--- src/rtl/core/earom_group_update_sequencer_assert.svh ---
// ----------------------------------------------------------------------------
// Storage group update sequencer: assertion macros
// Concurrent check macros sampled on clk and disabled while rst_n is low.
// ----------------------------------------------------------------------------
`ifndef EAROM_GROUP_UPDATE_SEQUENCER_ASSERT_SVH
`define EAROM_GROUP_UPDATE_SEQUENCER_ASSERT_SVH
`ifndef SYNTH
// same-cycle implication
`define EUS_ASSERT_IMPLY(lbl, ante, cons) \
    lbl: assert property (@(posedge clk) disable iff (!rst_n) (ante) |-> (cons)) \
        else $error("sequencer check failed");
// next-cycle implication
`define EUS_ASSERT_NEXT(lbl, ante, cons) \
    lbl: assert property (@(posedge clk) disable iff (!rst_n) (ante) |=> (cons)) \
        else $error("sequencer check failed");
`else
`define EUS_ASSERT_IMPLY(lbl, ante, cons)
`define EUS_ASSERT_NEXT(lbl, ante, cons)
`endif
`endif

--- src/rtl/core/eus_pkg.sv ---
// ----------------------------------------------------------------------------
// Storage group update sequencer package
// Shared constants, operation and phase codes, controller command types.
// ----------------------------------------------------------------------------
`default_nettype none

package eus_pkg;

    // defaults for the top level parameters
    localparam int EUS_GROUP_COUNT     = 3;
    localparam int EUS_MAX_GROUP_BYTES = 63;

    // fixed widths of the register file and item fields
    localparam int LAYOUT_COUNT = 3;
    localparam int LAYOUT_IDX_W = 2;
    localparam int LAYOUT_W     = 32;
    localparam int MASK_W       = 3;
    localparam int RAM_ADDR_W   = 16;
    localparam int BYTE_W       = 8;
    localparam int CTL_W        = 4;

    // storage control codes: bit0 enable, bit1 write, bit2 erase, bit3 clock
    localparam logic [CTL_W-1:0] CTL_NONE  = 4'h0;
    localparam logic [CTL_W-1:0] CTL_ERASE = 4'h7;
    localparam logic [CTL_W-1:0] CTL_WRITE = 4'h3;
    localparam logic [CTL_W-1:0] CTL_READ  = 4'h9;

    typedef enum logic [1:0] {
        OP_WRITE    = 2'd0,
        OP_ZERO     = 2'd1,
        OP_READ_ALL = 2'd2,
        OP_STEP     = 2'd3
    } op_t;

    typedef enum logic [1:0] {
        PH_IDLE  = 2'd0,
        PH_ERASE = 2'd1,
        PH_WRITE = 2'd2,
        PH_READ  = 2'd3
    } phase_t;

    // controller to datapath
    typedef struct packed {
        logic accept;
        logic select;
        logic exec;
        logic clear_next;
    } eus_cmd_t;

    // datapath to controller
    typedef struct packed {
        logic last_res;
    } eus_status_t;

endpackage

`default_nettype wire

--- src/rtl/core/earom_group_update_sequencer.sv ---
// ----------------------------------------------------------------------------
// Storage group update sequencer
// Serves write, zero and read-all requests for GROUP_COUNT storage groups,
// one storage byte per step item, with checksum generation and checking.
// ----------------------------------------------------------------------------
// An item passes through accept, group select, execute and result, and
// its result waits while out_stall is high; one item is in the block at a
// time, so a new item is taken only once the final result of the previous
// one has gone. A read step that ends in a checksum mismatch delivers one
// further result per cleared RAM byte from the controller's result state.
// next_ram_addr, busy_res and bad_groups show the state after the item and
// hold while its results are delivered; ram_byte of a step item must be the
// RAM byte at the next_ram_addr of the previous result.
`default_nettype none

`include "earom_group_update_sequencer_assert.svh"

module earom_group_update_sequencer
    import eus_pkg::*;
#(
    parameter int GROUP_COUNT     = EUS_GROUP_COUNT,
    parameter int MAX_GROUP_BYTES = EUS_MAX_GROUP_BYTES
)
(
    input  wire logic                     clk,
    input  wire logic                     rst_n,
    input  wire logic                     cfg_we,
    input  wire logic [LAYOUT_IDX_W-1:0]  cfg_index,
    input  wire logic [LAYOUT_W-1:0]      cfg_data,
    input  wire logic                     in_valid,
    output logic                          in_stall,
    input  wire logic [1:0]               op,
    input  wire logic [MASK_W-1:0]        group_mask,
    input  wire logic [BYTE_W-1:0]        ram_byte,
    input  wire logic [BYTE_W-1:0]        storage_byte,
    output logic                          out_valid,
    input  wire logic                     out_stall,
    output logic [BYTE_W-1:0]             storage_addr,
    output logic [BYTE_W-1:0]             storage_data,
    output logic [CTL_W-1:0]              storage_ctl,
    output logic [RAM_ADDR_W-1:0]         ram_addr,
    output logic [BYTE_W-1:0]             ram_data,
    output logic                          ram_write,
    output logic [RAM_ADDR_W-1:0]         next_ram_addr,
    output logic                          busy_res,
    output logic [MASK_W-1:0]             bad_groups,
    output logic                          last
);

    eus_cmd_t    cmd;
    eus_status_t status;

    // sequence control
    eus_ctrl u_ctrl (
        .clk       (clk),
        .rst_n     (rst_n),
        .in_valid  (in_valid),
        .in_stall  (in_stall),
        .out_valid (out_valid),
        .out_stall (out_stall),
        .status    (status),
        .cmd       (cmd)
    );

    // transfer state and results
    eus_datapath #(
        .GROUP_COUNT     (GROUP_COUNT),
        .MAX_GROUP_BYTES (MAX_GROUP_BYTES)
    ) u_datapath (
        .clk           (clk),
        .rst_n         (rst_n),
        .cmd           (cmd),
        .status        (status),
        .cfg_we        (cfg_we),
        .cfg_index     (cfg_index),
        .cfg_data      (cfg_data),
        .op            (op),
        .group_mask    (group_mask),
        .ram_byte      (ram_byte),
        .storage_byte  (storage_byte),
        .storage_addr  (storage_addr),
        .storage_data  (storage_data),
        .storage_ctl   (storage_ctl),
        .ram_addr      (ram_addr),
        .ram_data      (ram_data),
        .ram_write     (ram_write),
        .next_ram_addr (next_ram_addr),
        .busy_res      (busy_res),
        .bad_groups    (bad_groups),
        .last          (last)
    );

    // checks
    `EUS_ASSERT_IMPLY(a_one_item_at_a_time, in_valid && !in_stall, !out_valid)
    `EUS_ASSERT_NEXT(a_last_ends_item, out_valid && !out_stall && last, !out_valid)
    `EUS_ASSERT_NEXT(a_clear_follows, out_valid && !out_stall && !last, out_valid && ram_write)
    `EUS_ASSERT_NEXT(a_bad_sticky, 1'b1, (bad_groups & $past(bad_groups)) == $past(bad_groups))

endmodule

`default_nettype wire

--- src/rtl/core/eus_ctrl.sv ---
// ----------------------------------------------------------------------------
// Storage group update sequencer controller
// Walks each item through accept, group select, execute and result delivery.
// ----------------------------------------------------------------------------
`default_nettype none

module eus_ctrl
    import eus_pkg::*;
(
    input  wire logic        clk,
    input  wire logic        rst_n,
    input  wire logic        in_valid,
    output logic             in_stall,
    output logic             out_valid,
    input  wire logic        out_stall,
    input  wire eus_status_t status,
    output eus_cmd_t         cmd
);

    typedef enum logic [3:0] {
        S_IDLE = 4'b0001,
        S_SEL  = 4'b0010,
        S_EXEC = 4'b0100,
        S_OUT  = 4'b1000
    } ctrl_state_t;

    ctrl_state_t state_reg;
    ctrl_state_t state_next;

    // next state
    always_comb
    begin
        state_next = state_reg;
        case (state_reg)
            S_IDLE:
            begin
                if (in_valid)
                begin
                    state_next = S_SEL;
                end
            end
            S_SEL:
            begin
                state_next = S_EXEC;
            end
            S_EXEC:
            begin
                state_next = S_OUT;
            end
            S_OUT:
            begin
                if (!out_stall && status.last_res)
                begin
                    state_next = S_IDLE;
                end
            end
            default:
            begin
                state_next = S_IDLE;
            end
        endcase
    end

    // state register
    always_ff @(posedge clk or negedge rst_n)
    begin
        if (!rst_n)
        begin
            state_reg <= S_IDLE;
        end
        else
        begin
            state_reg <= state_next;
        end
    end

    // handshakes and datapath commands
    assign in_stall       = (state_reg != S_IDLE);
    assign out_valid      = (state_reg == S_OUT);
    assign cmd.accept     = (state_reg == S_IDLE) && in_valid;
    assign cmd.select     = (state_reg == S_SEL);
    assign cmd.exec       = (state_reg == S_EXEC);
    assign cmd.clear_next = (state_reg == S_OUT) && !out_stall && !status.last_res;

endmodule

`default_nettype wire

--- src/rtl/core/eus_datapath.sv ---
// ----------------------------------------------------------------------------
// Storage group update sequencer datapath
// Layout registers, group transfer state, checksum and result register.
// ----------------------------------------------------------------------------
`default_nettype none

module eus_datapath
    import eus_pkg::*;
#(
    parameter int GROUP_COUNT     = EUS_GROUP_COUNT,
    parameter int MAX_GROUP_BYTES = EUS_MAX_GROUP_BYTES
)
(
    input  wire logic                     clk,
    input  wire logic                     rst_n,
    input  wire eus_cmd_t                 cmd,
    output eus_status_t                   status,
    input  wire logic                     cfg_we,
    input  wire logic [LAYOUT_IDX_W-1:0]  cfg_index,
    input  wire logic [LAYOUT_W-1:0]      cfg_data,
    input  wire logic [1:0]               op,
    input  wire logic [MASK_W-1:0]        group_mask,
    input  wire logic [BYTE_W-1:0]        ram_byte,
    input  wire logic [BYTE_W-1:0]        storage_byte,
    output logic [BYTE_W-1:0]             storage_addr,
    output logic [BYTE_W-1:0]             storage_data,
    output logic [CTL_W-1:0]              storage_ctl,
    output logic [RAM_ADDR_W-1:0]         ram_addr,
    output logic [BYTE_W-1:0]             ram_data,
    output logic                          ram_write,
    output logic [RAM_ADDR_W-1:0]         next_ram_addr,
    output logic                          busy_res,
    output logic [MASK_W-1:0]             bad_groups,
    output logic                          last
);

    localparam int IDX_W = (GROUP_COUNT > 1) ? $clog2(GROUP_COUNT) : 1;
    localparam int OFS_W = $clog2(MAX_GROUP_BYTES + 1);
    localparam logic [OFS_W-1:0] OFS_LAST = OFS_W'(MAX_GROUP_BYTES - 1);

    // layout registers
    logic [LAYOUT_W-1:0]    layout_reg [LAYOUT_COUNT];
    logic [LAYOUT_W-1:0]    layout_next [LAYOUT_COUNT];

    // group transfer state
    logic [GROUP_COUNT-1:0] pend_reg, pend_next;
    logic [GROUP_COUNT-1:0] wr_reg, wr_next;
    logic                   zero_reg, zero_next;
    phase_t                 phase_reg, phase_next;
    logic [GROUP_COUNT-1:0] sel_reg, sel_next;
    logic [BYTE_W-1:0]      ptr_reg, ptr_next;
    logic [BYTE_W-1:0]      chk_reg, chk_next;
    logic [RAM_ADDR_W-1:0]  base_reg, base_next;
    logic [OFS_W-1:0]       ofs_reg, ofs_next;
    logic [BYTE_W-1:0]      sum_reg, sum_next;
    logic [GROUP_COUNT-1:0] bad_reg, bad_next;
    logic [OFS_W-1:0]       clr_reg, clr_next;

    // latched item fields
    op_t                    op_reg, op_next;
    logic [BYTE_W-1:0]      rbyte_reg, rbyte_next;
    logic [BYTE_W-1:0]      sbyte_reg, sbyte_next;

    // result register
    logic [BYTE_W-1:0]      saddr_reg, saddr_next;
    logic [BYTE_W-1:0]      sdata_reg, sdata_next;
    logic [CTL_W-1:0]       sctl_reg, sctl_next;
    logic [RAM_ADDR_W-1:0]  raddr_reg, raddr_next;
    logic [BYTE_W-1:0]      rdata_reg, rdata_next;
    logic                   rwrite_reg, rwrite_next;
    logic                   last_reg, last_next;

    // helpers
    logic [GROUP_COUNT-1:0] mask_g;
    logic [IDX_W-1:0]       sel_idx;
    logic [LAYOUT_W-1:0]    sel_layout;
    logic [RAM_ADDR_W-1:0]  cur_ram_addr;
    logic [RAM_ADDR_W-1:0]  clr_ram_addr;
    logic [OFS_W-1:0]       clr_dec;
    logic                   last_byte;
    logic                   step_op;
    logic [BYTE_W-1:0]      wr_byte;

    // request mask bits beyond the group count are dropped
    for (genvar gi = 0; gi < GROUP_COUNT; gi++)
    begin : g_mask
        if (gi < MASK_W)
        begin : g_in
            assign mask_g[gi] = group_mask[gi];
        end
        else
        begin : g_out
            assign mask_g[gi] = 1'b0;
        end
    end

    // bad flags onto the fixed-width status port
    for (genvar bi = 0; bi < MASK_W; bi++)
    begin : g_bad
        if (bi < GROUP_COUNT)
        begin : g_in
            assign bad_groups[bi] = bad_reg[bi];
        end
        else
        begin : g_out
            assign bad_groups[bi] = 1'b0;
        end
    end

    // highest pending group
    always_comb
    begin
        sel_idx = '0;
        for (int i = 0; i < GROUP_COUNT; i++)
        begin
            if (pend_reg[i])
            begin
                sel_idx = IDX_W'(i);
            end
        end
    end

    // groups without a register use an all-zero layout
    always_comb
    begin
        sel_layout = '0;
        if (int'(sel_idx) < LAYOUT_COUNT)
        begin
            sel_layout = layout_reg[LAYOUT_IDX_W'(sel_idx)];
        end
    end

    assign cur_ram_addr = base_reg + {{(RAM_ADDR_W-OFS_W){1'b0}}, ofs_reg};
    assign clr_dec      = clr_reg - OFS_W'(1);
    assign clr_ram_addr = base_reg + {{(RAM_ADDR_W-OFS_W){1'b0}}, clr_dec};
    assign last_byte    = (ptr_reg >= chk_reg) || (ofs_reg >= OFS_LAST);
    assign step_op      = (op_reg == OP_READ_ALL) || (op_reg == OP_STEP);
    assign wr_byte      = last_byte ? sum_reg : (zero_reg ? '0 : rbyte_reg);

    // next-state logic
    always_comb
    begin
        layout_next = layout_reg;
        pend_next   = pend_reg;
        wr_next     = wr_reg;
        zero_next   = zero_reg;
        phase_next  = phase_reg;
        sel_next    = sel_reg;
        ptr_next    = ptr_reg;
        chk_next    = chk_reg;
        base_next   = base_reg;
        ofs_next    = ofs_reg;
        sum_next    = sum_reg;
        bad_next    = bad_reg;
        clr_next    = clr_reg;
        op_next     = op_reg;
        rbyte_next  = rbyte_reg;
        sbyte_next  = sbyte_reg;
        saddr_next  = saddr_reg;
        sdata_next  = sdata_reg;
        sctl_next   = sctl_reg;
        raddr_next  = raddr_reg;
        rdata_next  = rdata_reg;
        rwrite_next = rwrite_reg;
        last_next   = last_reg;

        // configuration write; indexes past the list are ignored
        if (cfg_we && (int'(cfg_index) < LAYOUT_COUNT))
        begin
            layout_next[cfg_index] = cfg_data;
        end

        // item accept: latch fields and apply requests
        if (cmd.accept)
        begin
            op_next    = op_t'(op);
            rbyte_next = ram_byte;
            sbyte_next = storage_byte;
            if ((op_t'(op) == OP_WRITE) || (op_t'(op) == OP_ZERO))
            begin
                zero_next = (op_t'(op) == OP_ZERO);
                pend_next = pend_reg | mask_g;
                wr_next   = wr_reg | mask_g;
            end
            else if (op_t'(op) == OP_READ_ALL)
            begin
                pend_next = '1;
                wr_next   = '0;
            end
        end

        // start the highest pending group when no transfer runs
        if (cmd.select && step_op && (phase_reg == PH_IDLE) && (pend_reg != '0))
        begin
            sel_next            = '0;
            sel_next[sel_idx]   = 1'b1;
            ofs_next            = '0;
            sum_next            = '0;
            phase_next          = wr_reg[sel_idx] ? PH_ERASE : PH_READ;
            pend_next           = pend_reg;
            pend_next[sel_idx]  = 1'b0;
            ptr_next            = sel_layout[7:0];
            chk_next            = sel_layout[15:8];
            base_next           = sel_layout[31:16];
        end

        // one storage byte
        if (cmd.exec)
        begin
            saddr_next  = '0;
            sdata_next  = '0;
            sctl_next   = CTL_NONE;
            raddr_next  = '0;
            rdata_next  = '0;
            rwrite_next = 1'b0;
            last_next   = 1'b1;
            if (step_op)
            begin
                case (phase_reg)
                    PH_IDLE:
                    begin
                    end
                    PH_ERASE:
                    begin
                        saddr_next = ptr_reg;
                        sctl_next  = CTL_ERASE;
                        phase_next = PH_WRITE;
                    end
                    PH_WRITE:
                    begin
                        saddr_next  = ptr_reg;
                        sdata_next  = wr_byte;
                        sctl_next   = CTL_WRITE;
                        if (zero_reg)
                        begin
                            raddr_next  = cur_ram_addr;
                            rwrite_next = 1'b1;
                        end
                        phase_next = last_byte ? PH_IDLE : PH_ERASE;
                        sum_next   = sum_reg + wr_byte;
                        ofs_next   = ofs_reg + OFS_W'(1);
                        ptr_next   = ptr_reg + 8'd1;
                    end
                    PH_READ:
                    begin
                        saddr_next = ptr_reg;
                        sctl_next  = CTL_READ;
                        if (!last_byte)
                        begin
                            raddr_next  = cur_ram_addr;
                            rdata_next  = sbyte_reg;
                            rwrite_next = 1'b1;
                        end
                        else
                        begin
                            phase_next = PH_IDLE;
                            // checksum mismatch: clear from this offset down to zero
                            if (sbyte_reg != sum_reg)
                            begin
                                raddr_next  = cur_ram_addr;
                                rwrite_next = 1'b1;
                                clr_next    = ofs_reg;
                                last_next   = (ofs_reg == '0);
                                bad_next    = bad_reg | sel_reg;
                            end
                        end
                        sum_next = sum_reg + sbyte_reg;
                        ofs_next = ofs_reg + OFS_W'(1);
                        ptr_next = ptr_reg + 8'd1;
                    end
                    default:
                    begin
                    end
                endcase
            end
        end

        // next cleared RAM byte after a mismatch
        if (cmd.clear_next)
        begin
            clr_next    = clr_dec;
            saddr_next  = '0;
            sdata_next  = '0;
            sctl_next   = CTL_NONE;
            raddr_next  = clr_ram_addr;
            rdata_next  = '0;
            rwrite_next = 1'b1;
            last_next   = (clr_dec == '0);
        end
    end

    // control state
    always_ff @(posedge clk or negedge rst_n)
    begin
        if (!rst_n)
        begin
            for (int i = 0; i < LAYOUT_COUNT; i++)
            begin
                layout_reg[i] <= '0;
            end
            pend_reg  <= '0;
            wr_reg    <= '0;
            zero_reg  <= 1'b0;
            phase_reg <= PH_IDLE;
            sel_reg   <= '0;
            ptr_reg   <= '0;
            chk_reg   <= '0;
            base_reg  <= '0;
            ofs_reg   <= '0;
            sum_reg   <= '0;
            bad_reg   <= '0;
            clr_reg   <= '0;
            op_reg    <= OP_STEP;
            last_reg  <= 1'b1;
        end
        else
        begin
            layout_reg <= layout_next;
            pend_reg   <= pend_next;
            wr_reg     <= wr_next;
            zero_reg   <= zero_next;
            phase_reg  <= phase_next;
            sel_reg    <= sel_next;
            ptr_reg    <= ptr_next;
            chk_reg    <= chk_next;
            base_reg   <= base_next;
            ofs_reg    <= ofs_next;
            sum_reg    <= sum_next;
            bad_reg    <= bad_next;
            clr_reg    <= clr_next;
            op_reg     <= op_next;
            last_reg   <= last_next;
        end
    end

    // payload registers
    always_ff @(posedge clk)
    begin
        rbyte_reg  <= rbyte_next;
        sbyte_reg  <= sbyte_next;
        saddr_reg  <= saddr_next;
        sdata_reg  <= sdata_next;
        sctl_reg   <= sctl_next;
        raddr_reg  <= raddr_next;
        rdata_reg  <= rdata_next;
        rwrite_reg <= rwrite_next;
    end

    // result and status outputs
    assign storage_addr    = saddr_reg;
    assign storage_data    = sdata_reg;
    assign storage_ctl     = sctl_reg;
    assign ram_addr        = raddr_reg;
    assign ram_data        = rdata_reg;
    assign ram_write       = rwrite_reg;
    assign last            = last_reg;
    assign next_ram_addr   = cur_ram_addr;
    assign busy_res        = (phase_reg != PH_IDLE);
    assign status.last_res = last_reg;

endmodule

`default_nettype wire
--- config.mk ---
export PLATFORM = sky130hd
export DESIGN_NAME = earom_group_update_sequencer
export DESIGN_NICKNAME = d
export VERILOG_FILES = /design/src/rtl/core/eus_pkg.sv /design/src/rtl/core/earom_group_update_sequencer.sv /design/src/rtl/core/eus_ctrl.sv /design/src/rtl/core/eus_datapath.sv
export VERILOG_INCLUDE_DIRS = /design/src /design/src/rtl/core
export SDC_FILE = /design/constraint.sdc
export NUM_CORES = 1
export LEC_CHECK = 0
export ABC_AREA = 1
export BUFFER_PORTS_ARGS = -buffer_cell sky130_fd_sc_hd__buf_4
export CAP_MARGIN = 20
export CORE_UTILIZATION = 35
export DETAILED_ROUTE_END_ITERATION = 12
export GPL_TIMING_DRIVEN = 0
export HOLD_SLACK_MARGIN = 0.05
export SETUP_SLACK_MARGIN = 0.4
export SKIP_CTS_REPAIR_TIMING = 1
export SLEW_MARGIN = 5
export SYNTH_ARGS = -nofsm -noshare
export SYNTH_HDL_FRONTEND = slang
export SYNTH_SLANG_ARGS = --single-unit
--- constraint.sdc ---
create_clock -name clk -period 6.1 [get_ports clk]
set_input_delay 1.22 -clock clk [delete_from_list [all_inputs] [get_ports clk]]
set_output_delay 1.22 -clock clk [all_outputs]
set_load 0.03 [all_outputs]
==> flow_summary.ini <==
[status]
outcome = finished clean

[timing]
max_freq_ghz = 0.2483
finalHoldViolations = 0
setup_ws_ns = 2.072
fin_skew_ns = 0.02299
slew_viol_final = 0
finalCritPeriodShare_pct = 66.03
rsz0062_at_grt = false
layout_min_cycle_time_ns = 4.028
finalSetupViolCount = 0
max-slew-margin-rel_pct = 50.22
tightest_slew_ns = 0.7459
tns_ns = 0

[yosys]
syn_area_um2 = 11150
ys_async_sr_fraction_pct = 73.48
synth-edff-count = 32
yosysSeqAreaShare_pct = 51.79
synthCells = 1292
synthesis.nets = 1395
synth-main-ff-cell = dfrtp_1
syn_area_per_cell_um2 = 8.630
ys_types = 47
ys_ff_latch = 230
yosysWarnings = 0

[clock_tree]
path_clk_slew_ns = 0.06
insertion_delay_ns = 0.54
root_buffer = clkbuf_16
cts.sinks = 230
cts_tree = yes
cts_max_path_buffers = 3
cts-htree-levels = 1
numCtsBuffers = 27

[place]
dp_slack_ns = 2.592
place.port_buffers = 127
hpwl_um = 21470
placed_area_um2 = 12630
placed_cells = 1816
finalWeightedCongestion = 0.8455

[global_routing]
grt_use_total_pct = 18.42
overflow = 0
antenna_found_initial = 0
grt_pass1_vias = 9075
grt_pass1_wl_um = 48360
grt_max_degree = 88

[worst_setup_path]
cp.required_ns = 4.88
cp_max_fo = 5
crit_type = flip-flop to output port
end_kind = output port
arrival_ns = 2.81
cp-start-kind = flip-flop

[min_path]
hp-class = flip-flop to flip-flop

[floorplan]
start_util_pct = 35.98
dieHeight_um = 180.5
dieArea_um2 = 32570
die-width_um = 180.5
coreArea_um2 = 30990
num_rows = 64
ios = 128

[drt]
num_vias = 9220
first_pass_iters = 5
drt_wl_total_um = 29860
ant_nets = 0
wire_per_inst_um = 16.00
drt_iter0_drc = 594
drcViolationCount = 0
via_per_inst = 4.941

[layout]
largest_reg_flops = 96
syn_to_final_growth_pct = 21.52
final_nets = 1552
layout.cells.non_filler = 1866
num_antenna_cells = 0
fin_util_pct = 43.72
stdcell_area_um2 = 13550
drive_above_1_share_pct = 14.42

[pwr]
power_density_nw_per_um2 = 493.7
ir_worst_vdd_mv = 0.2314
leakage_nw = 6.408

[flow_run]
maxCapViolations = 0
==> cell usage after synthesis, types with 27 or more instances <==
master	count	area, um^2
nand2_1	331	1242
o21ai_0	175	875.8
dfrtp_1	166	4154
inv_1	131	491.7
nand3_1	67	335.3
nor2_1	58	217.7
a21oi_1	43	215.2
ha_1	40	500.5
clkbuf_1	34	127.6
edfxtp_1	32	960.9
dfxtp_1	29	580.6
a22oi_1	28	210.2
a31oi_1	27	168.9
==> layout by cell type (no fill, tap or decap), types with 4 or more instances in the layout <==
cell type    n
nand3_1     67
inv_1      131
nand2_1    331
nor2_1      58
nand4_1      5
a32o_1       6
o22ai_1      5
xnor2_1      8
inv_2        4
nand2_2      6
edfxtp_1    32
nor4_1       4
a22o_1       4
ha_1        40
a22oi_1     28
buf_4      127
dfrtp_1    166
clkbuf_16   29
a21oi_1     43
a31oi_1     27
o21ai_0    175
xor2_1      23
dfxtp_1     29
clkinv_2     5
o21ai_1      4
buf_2       16
clkbuf_1    42
nor3_1       8
==> worst max-delay path, stage by stage, from the launching register on <==
cell and delay, ns:
dfrtp_1 0.46, ha_1 0.27, fa_1 0.40, nand3_1 0.10, nand3_1 0.12, nand2_1 0.10, o21ai_0 0.23, nand3_1 0.17
xor2_1 0.22, buf_4 0.20
==> final timing paths <==
kind | startpoint | endpoint | slack, ns | cells past startpoint
max | u_datapath.ofs_reg[0] | next_ram_addr[14] | 2.07 | 9
max reg2reg | u_datapath.ofs_reg[0] | u_datapath.sum_reg[6] | 2.55 | 22
max in group asynchronous | rst_n | u_ctrl.state_reg[0] | 4.56 | 2
min | u_datapath.storage_ctl[0] | u_datapath.storage_ctl[0] | 0.45 | 2
min in group asynchronous | rst_n | u_datapath.layout_reg[27] | 0.67 | 1
min reg2reg | u_datapath.storage_ctl[0] | u_datapath.storage_ctl[0] | 0.45 | 2
==> metrics by stage <==
stage	hold slack, ns	total power, mW
6_report	0.4459	6.689
5_1_grt	0.4840	7.163
4_1_cts	0.4487	6.739
3_5_place_dp	0.4339	5.066
3_3_place_gp	0.4368	5.007
2_1_floorplan	0.4497	4.183
==> final cells by class <==
cell class | instances | area (um^2)
Inverter | 136 | 510.5
Multi-Input combinational cell | 873 | 4634
Timing Repair Buffer | 128 | 988.4
Fill cell | 3049 | 17440
Clock inverter | 12 | 146.4
Buffer | 53 | 230.2
Tap cell | 396 | 495.5
Sequential cell | 230 | 5774
Clock buffer | 38 | 769.5
==> kinds of logic (layout without fill, tap and decap cells) <==
family          after synthesis  count (layout)  share of synthesized area [%]
buf+inv                     189             367                          6.643
simple gates                493             493                          18.62
fa+ha+maj                    43              43                          5.028
flops                       230             230                          51.79
compound gates              306             306                          15.49
xor+xnor                     31              31                          2.435
==> metal layers <==
layer / vias up / GRT usage, % / wire length [um]
li1: 4620 / - / -
met3: 40 / 2.324 / 1240
met5: - / 0 / 0
met2: 213 / 30.28 / 13900
met1: 4347 / 25.60 / 14120
met4: 0 / 4.855 / 598
==> power by group <==
part	total, mW	internal [mW]	switching (mW)
clock	1.65	1.01	0.639
sequential	2.32	1.99	0.325
combinational	2.72	0.976	1.75
Power figures use the tool's default switching activity.
